===== src/hw/rtl/adsr_pkg.sv =====
// Shared types and constants for the ADSR envelope generator.
`timescale 1ns / 1ps
`default_nettype none

package adsr_pkg;

  // Level format: unsigned Q1.23, unity is 1 << LEVEL_FRAC_BITS
  localparam int LEVEL_FRAC_BITS = 23;
  localparam int LVL_W           = LEVEL_FRAC_BITS + 1;
  localparam int CFG_IDX_W       = 3;

  localparam logic [LVL_W-1:0] UNITY = LVL_W'(1) << LEVEL_FRAC_BITS;

  typedef enum logic [2:0] {
    PH_IDLE    = 3'd0,
    PH_ATTACK  = 3'd1,
    PH_DECAY   = 3'd2,
    PH_SUSTAIN = 3'd3,
    PH_RELEASE = 3'd4
  } phase_t;

  typedef enum logic [1:0] {
    REQ_SAMPLE   = 2'd0,
    REQ_NOTE_ON  = 2'd1,
    REQ_NOTE_OFF = 2'd2
  } req_t;

  typedef enum logic [CFG_IDX_W-1:0] {
    CFG_ATTACK_STEP  = 3'd0,
    CFG_PEAK_LEVEL   = 3'd1,
    CFG_DECAY_STEP   = 3'd2,
    CFG_HOLD_LEVEL   = 3'd3,
    CFG_RELEASE_STEP = 3'd4
  } cfg_idx_t;

  // Programmed envelope shape
  typedef struct packed {
    logic [LVL_W-1:0] attack_step;
    logic [LVL_W-1:0] peak_level;
    logic [LVL_W-1:0] decay_step;
    logic [LVL_W-1:0] hold_level;
    logic [LVL_W-1:0] release_step;
  } env_cfg_t;

  // Envelope state
  typedef struct packed {
    phase_t           phase;
    logic [LVL_W-1:0] level;
  } env_state_t;

  function automatic logic [LVL_W-1:0] sat_unity(input logic [LVL_W-1:0] v);
    return (v > UNITY) ? UNITY : v;
  endfunction

endpackage

`default_nettype wire


===== src/hw/rtl/adsr_step.sv =====
// Next-state logic of the envelope: note events and the per-sample level step.
`timescale 1ns / 1ps
`default_nettype none

module adsr_step (
  input  wire adsr_pkg::env_cfg_t   cfg,
  input  wire adsr_pkg::env_state_t cur,
  input  wire [1:0]                 req_type,
  output adsr_pkg::env_state_t      nxt,
  output logic                      emit
);

  logic [adsr_pkg::LVL_W-1:0] peak;
  logic [adsr_pkg::LVL_W-1:0] hold;
  logic [adsr_pkg::LVL_W:0]   atk_sum;
  logic [adsr_pkg::LVL_W-1:0] above_hold;
  adsr_pkg::env_state_t       stepped;

  assign peak       = adsr_pkg::sat_unity(cfg.peak_level);
  assign hold       = adsr_pkg::sat_unity(cfg.hold_level);
  assign atk_sum    = {1'b0, cur.level} + {1'b0, cfg.attack_step};
  assign above_hold = cur.level - hold;

  always_comb begin
    stepped = cur;
    case (cur.phase)
      adsr_pkg::PH_ATTACK: begin
        if (atk_sum >= {1'b0, peak}) begin
          stepped.level = peak;
          stepped.phase = adsr_pkg::PH_DECAY;
        end else begin
          stepped.level = atk_sum[adsr_pkg::LVL_W-1:0];
        end
      end
      adsr_pkg::PH_DECAY: begin
        // at or below hold snaps up to hold
        if (cur.level <= hold || above_hold <= cfg.decay_step) begin
          stepped.level = hold;
          stepped.phase = adsr_pkg::PH_SUSTAIN;
        end else begin
          stepped.level = cur.level - cfg.decay_step;
        end
      end
      adsr_pkg::PH_SUSTAIN: begin
        stepped.level = hold;
      end
      adsr_pkg::PH_RELEASE: begin
        if (cur.level <= cfg.release_step) begin
          stepped.level = '0;
          stepped.phase = adsr_pkg::PH_IDLE;
        end else begin
          stepped.level = cur.level - cfg.release_step;
        end
      end
      default: begin
        stepped = cur;
      end
    endcase
  end

  always_comb begin
    nxt  = cur;
    emit = 1'b0;
    case (req_type)
      adsr_pkg::REQ_SAMPLE: begin
        nxt  = stepped;
        emit = 1'b1;
      end
      adsr_pkg::REQ_NOTE_ON: begin
        nxt.phase = adsr_pkg::PH_ATTACK;
      end
      adsr_pkg::REQ_NOTE_OFF: begin
        nxt.phase = adsr_pkg::PH_RELEASE;
      end
      default: begin
        nxt = cur;
      end
    endcase
  end

endmodule

`default_nettype wire


===== src/hw/rtl/adsr_envelope_generator.sv =====
// Top level of the linear ADSR envelope generator: state, sample pipeline, config.
`timescale 1ns / 1ps
`default_nettype none

// Channel  Dir  Transfer                Payload
// in_      in   in_valid & in_ready     in_req_type, in_sample_in
// out_     out  out_valid & out_ready   out_sample_out, out_env_level, out_env_phase
// cfg_     in   cfg_we                  cfg_idx, cfg_wdata
//
// One item per cycle sustained while the output is not stalled. Envelope phase/level
// update in the cycle of the input transfer (one add, one compare). Audio samples
// then pass stage 1, which holds sample and level, and the output register; the
// multiply sits between stage 1 and the output register.
// Note events update state only and produce no output transfer.
// Synchronous active-low reset: phase idle, level zero, registers to defaults.
// Output stall backs up through stage 1 to in_ready; no transfer is dropped.

module adsr_envelope_generator #(
  parameter int SAMPLE_BITS = 16
) (
  input  wire                                clk,
  input  wire                                rst_n,

  input  wire                                in_valid,
  output logic                               in_ready,
  input  wire  [1:0]                         in_req_type,
  input  wire  signed [SAMPLE_BITS-1:0]      in_sample_in,

  output logic                               out_valid,
  input  wire                                out_ready,
  output logic signed [SAMPLE_BITS-1:0]      out_sample_out,
  output logic [adsr_pkg::LVL_W-1:0]         out_env_level,
  output logic [2:0]                         out_env_phase,

  input  wire                                cfg_we,
  input  wire  [adsr_pkg::CFG_IDX_W-1:0]     cfg_idx,
  input  wire  [adsr_pkg::LVL_W-1:0]         cfg_wdata
);

  localparam int PROD_W = SAMPLE_BITS + adsr_pkg::LVL_W + 1;

  // Config registers
  adsr_pkg::env_cfg_t cfg_r;

  always_ff @(posedge clk) begin
    if (!rst_n) begin
      cfg_r.attack_step  <= adsr_pkg::LVL_W'(175);
      cfg_r.peak_level   <= adsr_pkg::UNITY;
      cfg_r.decay_step   <= '0;
      cfg_r.hold_level   <= adsr_pkg::UNITY;
      cfg_r.release_step <= adsr_pkg::LVL_W'(175);
    end else if (cfg_we) begin
      case (cfg_idx)
        adsr_pkg::CFG_ATTACK_STEP:  cfg_r.attack_step  <= cfg_wdata;
        adsr_pkg::CFG_PEAK_LEVEL:   cfg_r.peak_level   <= cfg_wdata;
        adsr_pkg::CFG_DECAY_STEP:   cfg_r.decay_step   <= cfg_wdata;
        adsr_pkg::CFG_HOLD_LEVEL:   cfg_r.hold_level   <= cfg_wdata;
        adsr_pkg::CFG_RELEASE_STEP: cfg_r.release_step <= cfg_wdata;
        default: ; // unmapped index, dropped
      endcase
    end
  end

  // Envelope state
  adsr_pkg::env_state_t st_r;
  adsr_pkg::env_state_t st_nxt;
  logic                 emit;
  logic                 in_xfer;

  adsr_step u_step (
    .cfg      (cfg_r),
    .cur      (st_r),
    .req_type (in_req_type),
    .nxt      (st_nxt),
    .emit     (emit)
  );

  // Pipeline flow control
  logic s1_v_r;
  logic out_valid_r;
  logic out_load;
  logic s1_adv;

  assign out_load = !out_valid_r || out_ready;
  assign s1_adv   = s1_v_r && out_load;
  assign in_ready = !s1_v_r || s1_adv;
  assign in_xfer  = in_valid && in_ready;

  always_ff @(posedge clk) begin
    if (!rst_n) begin
      st_r.phase <= adsr_pkg::PH_IDLE;
      st_r.level <= '0;
    end else if (in_xfer) begin
      st_r <= st_nxt;
    end
  end

  // Stage 1: sample and stepped level
  logic signed [SAMPLE_BITS-1:0]      s1_sample_r;
  adsr_pkg::env_state_t               s1_st_r;

  always_ff @(posedge clk) begin
    if (!rst_n) begin
      s1_v_r <= 1'b0;
    end else if (in_ready) begin
      s1_v_r <= in_xfer && emit;
    end
  end

  always_ff @(posedge clk) begin
    if (in_xfer && emit) begin
      s1_sample_r <= in_sample_in;
      s1_st_r     <= st_nxt;
    end
  end

  // Scale: floor(sample * level / 2^frac), low SAMPLE_BITS kept
  logic signed [PROD_W-1:0] prod;

  assign prod = PROD_W'(s1_sample_r) * PROD_W'($signed({1'b0, s1_st_r.level}));

  // Output register
  logic signed [SAMPLE_BITS-1:0] out_sample_r;
  logic [adsr_pkg::LVL_W-1:0]    out_level_r;
  adsr_pkg::phase_t              out_phase_r;

  always_ff @(posedge clk) begin
    if (!rst_n) begin
      out_valid_r <= 1'b0;
    end else if (out_load) begin
      out_valid_r <= s1_v_r;
    end
  end

  always_ff @(posedge clk) begin
    if (s1_adv) begin
      out_sample_r <= prod[adsr_pkg::LEVEL_FRAC_BITS +: SAMPLE_BITS];
      out_level_r  <= s1_st_r.level;
      out_phase_r  <= s1_st_r.phase;
    end
  end

  assign out_valid      = out_valid_r;
  assign out_sample_out = out_sample_r;
  assign out_env_level  = out_level_r;
  assign out_env_phase  = out_phase_r;

  // Checks
  a_level_max: assert property (@(posedge clk) disable iff (!rst_n)
    st_r.level <= adsr_pkg::UNITY)
    else $error("envelope level above unity");

  a_idle_zero: assert property (@(posedge clk) disable iff (!rst_n)
    (st_r.phase == adsr_pkg::PH_IDLE) |-> (st_r.level == '0))
    else $error("idle phase with nonzero level");

  a_sustain_hold: assert property (@(posedge clk) disable iff (!rst_n)
    (in_xfer && in_req_type == adsr_pkg::REQ_SAMPLE && st_r.phase == adsr_pkg::PH_SUSTAIN)
    |=> (st_r.level == adsr_pkg::sat_unity(cfg_r.hold_level)))
    else $error("sustain did not hold level");

  a_note_on: assert property (@(posedge clk) disable iff (!rst_n)
    (in_xfer && in_req_type == adsr_pkg::REQ_NOTE_ON) |=> (st_r.phase == adsr_pkg::PH_ATTACK))
    else $error("note-on did not enter attack");

  a_s1_hold: assert property (@(posedge clk) disable iff (!rst_n)
    (s1_v_r && out_valid_r && !out_ready) |=> (s1_v_r && $stable(s1_st_r)))
    else $error("stage 1 lost an item under stall");

endmodule

`default_nettype wire


===== config.mk =====
export PLATFORM = sky130hd
export DESIGN_NAME = adsr_envelope_generator
export DESIGN_NICKNAME = d
export VERILOG_FILES = /design/src/hw/rtl/adsr_pkg.sv /design/src/hw/rtl/adsr_step.sv /design/src/hw/rtl/adsr_envelope_generator.sv
export SDC_FILE = /design/constraint.sdc
export NUM_CORES = 2
export LEC_CHECK = 0
export ABC_AREA = 1
export BUFFER_PORTS_ARGS = -buffer_cell sky130_fd_sc_hd__buf_4
export CORE_ASPECT_RATIO = 2
export CORE_MARGIN = 5
export CORE_UTILIZATION = 36
export CTS_CLUSTER_SIZE = 24
export DETAILED_ROUTE_END_ITERATION = 8
export PLACE_DENSITY = 0.54
export SETUP_SLACK_MARGIN = 0.3
export SLEW_MARGIN = 15
export SYNTH_ARGS = -nofsm -noshare
export SYNTH_HDL_FRONTEND = slang
export SYNTH_SLANG_ARGS = --single-unit

===== constraint.sdc =====
create_clock -name clk -period 6.3 [get_ports clk]
set_input_delay 0.945 -clock clk [delete_from_list [all_inputs] [get_ports clk]]
set_output_delay 0.945 -clock clk [all_outputs]
set_load 0.01 [all_outputs]

Yosys cells after proc, flatten, opt, wreduce, memory -nomap -nowiden
Cells that the tools add are included. W data, S select, Z words.

Multiply operators: 1. Reductions and logical operators: 15. $add $sub $neg: 4. $lt $le $gt $ge: 6. Shifts and indexed selects: 0. Eq/ne operators: 10. Mux-type cells: 13. Bitwise logic cells: 0. Div/mod/pow operators: 0.

Operators with widths (number): $mux W24 (6); $pmux W24 S4 (1); $le A24 B24 Y1 (3); $sub A24 B24 Y24 (3); $gt A24 B24 Y1 const B (2); $mul A16 B25 Y39 (1); $add A24 B24 Y25 (1); $ge A25 B24 Y1 (1); $pmux W3 S3 (2); $eq A3 B2 Y1 const B (4); $reduce_and A2 Y1 (5); $mux W3 (3); $eq A3 B1 Y1 const B (2); $eq A3 B3 Y1 const B (2); $logic_and A1 B1 Y1 (3); $logic_not A3 Y1 (1); $logic_or A1 B1 Y1 (3); $eq A2 B1 Y1 const B (1); $eq A2 B2 Y1 const B (1); $logic_not A1 Y1 (2); $logic_not A2 Y1 (1); $mux W1 (1).

Bits in latches: 0. Memories: 0. Memory bits (read-only): 0. Output and inout bits: 45. Logic and storage cells: 64. Bits in writable memories: 0. Register bits after elaboration: 235.

Longest topological paths before layout
Word-level depth: 8. Depth in mapped cells: 36. Mapped depth without buffers: 35.

Hierarchy
From an unflattened synthesis, not the netlist that was laid out.

Cells, all modules: 4306. Area, all modules: 30003.8 um^2.

Modules (own cells, without submodules): adsr_envelope_generator (instances 1, cells each 2569, sequential area each 5565.3 um^2, area an instance 20890.0 um^2); adsr_step (instances 1, cells each 1737, sequential area each 0.0 um^2, area an instance 9113.7 um^2).

Worst setup path after synthesis
No wires, ideal clock.

Path type: flip-flop to flip-flop. Start point: reg s1_st_r[9] (netlist name). End point: reg out_sample_r[3], in the netlist out_sample_out[3], data pin. Arrival: 5242 ps. Clock period less this slack: 5507 ps. Data required time: 6035 ps. Slack: 793 ps. Cell stages (with the launch flop): 26. Path buffers: 1. Cells stage by stage: edfxtp_1 > clkbuf_1 > nand2_1 > fa_1 > inv_1 > fa_1 > inv_1 > fa_1 > fa_1 > inv_1 > fa_1 > inv_1 > fa_1 > inv_1 > ha_1 > a21oi_1 > o21ai_0 > a21oi_1 > nand2_1 > nand2_1 > nand2_1 > nand2_1 > nand2_1 > a21boi_0 > o21ai_0 > xor2_1.

Longest elaborated chain between the ends: 1.

RTL lines: start, declared (RTL line adsr_envelope_generator.sv:100) `adsr_pkg::env_state_t s1_st_r;`; start signal, assigned (RTL line adsr_envelope_generator.sv:113) `s1_st_r <= st_nxt;`; $mul A16 B25 Y39 (RTL line adsr_envelope_generator.sv:120) `assign prod = PROD_W'(s1_sample_r) * PROD_W'($signed({1'b0, s1_st_r.level}));`; net prod[26] (RTL line adsr_envelope_generator.sv:118) `logic signed [PROD_W-1:0] prod;`; end signal, assigned (RTL line adsr_envelope_generator.sv:137) `out_sample_r <= prod[adsr_pkg::LEVEL_FRAC_BITS +: SAMPLE_BITS];`; end, declared (RTL line adsr_envelope_generator.sv:123) `logic signed [SAMPLE_BITS-1:0] out_sample_r;`.

The timed path passes the listed nets, and every way through them passes these cells. A chain may end at the register's enable or synchronous reset.

Final worst setup path
Start point: reg s1_st_r[1] (netlist name). End point: reg out_sample_r[9], in the netlist out_sample_out[9], data pin.

The elaborated chain is that of the path after synthesis.

==> results_dict.tcl <==
set metrics [dict create \
    port_buffers 94 \
    gp_congestion 0.986 \
    ys_ff_latch 235 \
    rsz0062_at_grt "true" \
    grt_pass1_wl_mm 169 \
    drtAntennaViolNets 0 \
    io_pins 95 \
    period_minus_slack_ns 5.80 \
    syn-cell-area_um2 29400 \
    nets 4961 \
    end_kind "register" \
    cp_max_fo 6 \
    drc 0 \
    vias_per_cell 5.08 \
    ir_drop_mv 0.352 \
    multi_input_area_um2 20200 \
    cp.required_ns 6.64 \
    clock_latency_ns 0.61 \
    drt_iter0_markers 1466 \
    slew_headroom 0.271 \
    p_leak_nw 18.0 \
    grtUsageTotal 0.258 \
    tns_ns 0 \
    die_area_um2 87800 \
    diodes 0 \
    cts_root_buf "clkbuf_16" \
    path_class "register to register" \
    critPathLaunchType "register" \
    fp.dieH_um 414 \
    cp.buffers_inverters 4 \
    routed_wl_mm 116 \
    ys_seq_area_frac 0.189 \
    grt_max_degree 97 \
    ff_latch_area_um2 5570 \
    crit_chain "or2_2, fa_1, fa_1, fa_1, fa_1, fa_1, inv_1, fa_1, ha_1, a21oi_1, inv_1, a31oi_1, inv_1, a21oi_1, inv_1, a21oi_1, nand2_2, nand2_1, nand2_1, xor2_1" \
    start_util 0.361 \
    core_um2 81300 \
    critPathArrivalTime_ns 6.14 \
    post-dp-hpwl_mm 97.3 \
    cts_sinks 235 \
    maxCapViolations 0 \
    synthCells 4089 \
    path_delay_family "adder cells" \
    ys_warn_count 0 \
    setup_violations 0 \
    synth_area_per_cell_um2 7.19 \
    globalRouteOverflowTotal 0 \
    final.fill_count 8524 \
    layout_common_cells "nand2_1, inv_1, buf_4" \
    final_layout_size_suffix_gt1_frac 0.114 \
    via_count 27400 \
    synthAdderAreaFrac 0.324 \
    outcome "complete, no violations" \
    h-tree-depth 1 \
    hold_viol_final 0 \
    cp_slowest_cell "edfxtp_1" \
    cts_inserted_buffers 28 \
    slew_violations 0 \
    synth-compound-area-share 0.0991 \
    grt_pass1_vias 29000 \
    antenna_found_initial 0 \
    cts_tree "done" \
    fin_hold_ws_ns 0.428 \
    worst_pin_slew_ns 1.09 \
    fin_skew_ns 0.0355 \
    clockBufferDepth 3 \
    powerDensity_nw_per_um2 321 \
    syn_nets 4715 \
    synth_xor_area_frac 0.0232 \
    rows 148 \
    cts_hold_buf 0 \
    path_clk_slew_ns 0.07 \
    synth_top_family_by_area "adder cells" \
    hold_path.class "register to register" \
    final_common_cell "nand2_1" \
    wl_per_cell_um 21.4 \
    fmax_mhz 172 \
    finalCritPeriodShare 0.921 \
    die_w_um 212 \
    yosysUniqueCellTypes 43 \
    synthToLayoutAreaGrowth_pct 16.1 \
    max_stage_delay_ns 0.64 \
    synth_mux_area_frac 0 \
    timing.critical_path.mode_cell "fa_1" \
    firstDrtPassIters 6 \
    synthSimpleGateAreaFrac 0.235 \
]
synthesized netlist by cell type, drive strengths merged:
library cell  instances  area [µm²]
nand2              1064        4010
inv                 863        3240
fa                  309        6190
nor2                283        1070
a21oi               275        1430
ha                  267        3340
o21ai               219        1100
nand3               150         806
dfxtp               149        2980
clkbuf              108         405
edfxtp               86        2580
nand4                73         457
xor2                 49         429
or2                  42         263
xnor2                29         254
nor3                 22         125
buf                  21         139
o21bai               15         113
nand3b               13        97.6
a21o                  9        67.6
a31oi                 9        56.3
nor4                  7        43.8
o211ai                7        52.6
o21a                  7        52.6
and2                  4        25.0
clkinv                2        7.51
o221ai                2        17.5
a211oi                1        7.51
a21boi                1        7.51
a221oi                1        8.76
nor3b                 1        7.51
o31ai                 1        7.51
layer usage:
layer | GRT usage | up-vias | routed length (µm)
li1 | - | 13100 | -
met1 | 0.206 | 13100 | 33100
met2 | 0.505 | 746 | 63900
met3 | 0.0210 | 437 | 3240
met4 | 0.271 | 0 | 15500
met5 | 0 | - | 0
through the flow:
stage                      util  cells  power, W  instance area, µm²  worst slack [ns]
after floorplan               -   4089   0.00656               29400             0.793
after CTS                 0.413   5372    0.0109               33600             0.290
after global routing      0.420   5407    0.0118               34100             0.269
after detailed placement  0.400   5309   0.00906               32500             0.161
after global placement    0.400   5309   0.00902               32500             0.190
final                     0.420   5407    0.0109               34100             0.500
layout make-up:
type / instances / area share
Sequential cell: 235 / 0.163
Clock buffer: 41 / 0.0238
Tap cell: 1050 / 0.0385
Timing Repair Buffer: 345 / 0.0853
Clock inverter: 11 / 0.00348
Inverter: 865 / 0.0952
Multi-Input combinational cell: 2860 / 0.591
cells by family (layout without fill, tap and decap cells):
logic type / after synthesis / count (layout)
simple gates: 1659 / 1659
fa+ha+maj: 576 / 576
compound gates: 547 / 547
xor+xnor: 78 / 78
flops: 235 / 235
buf+inv: 994 / 1262
final timing paths:
path	start	endpoint	slack, ns	cells past startpoint
worst max-delay path	s1_st_r[1]	out_sample_out[9]	0.50	20
worst min-delay path	s1_st_r[25]	out_env_phase[1]	0.43	0
worst max register to register	s1_st_r[1]	out_sample_out[9]	0.50	20
worst min register to register	s1_st_r[25]	out_env_phase[1]	0.43	0
power by group:
group	leakage [nW]	internal, W	switching (W)
Clock	0.463	0.000980	0.000771
Sequential	2.01	0.00180	0.0000713
Combinational	15.5	0.00268	0.00464
Total	18.0	0.00546	0.00548
what timing repair did:
item                                    CTS  global route
pin swaps                                 0             5
endpoints found under the setup margin   21            63
hold endpoints to repair                  0             0
resized for setup                         1            37
buffers inserted                         11            35
sequential cells by signal (all words and copies together), names as in the netlist:
register	count
cfg_r	120
s1_st_r	27
st_r	27
out_env_level	24
out_sample_out	16
s1_sample_r	16
out_env_phase	3
out_valid	1
s1_v_r	1
No activity file was read; power rests on OpenSTA's default activity.
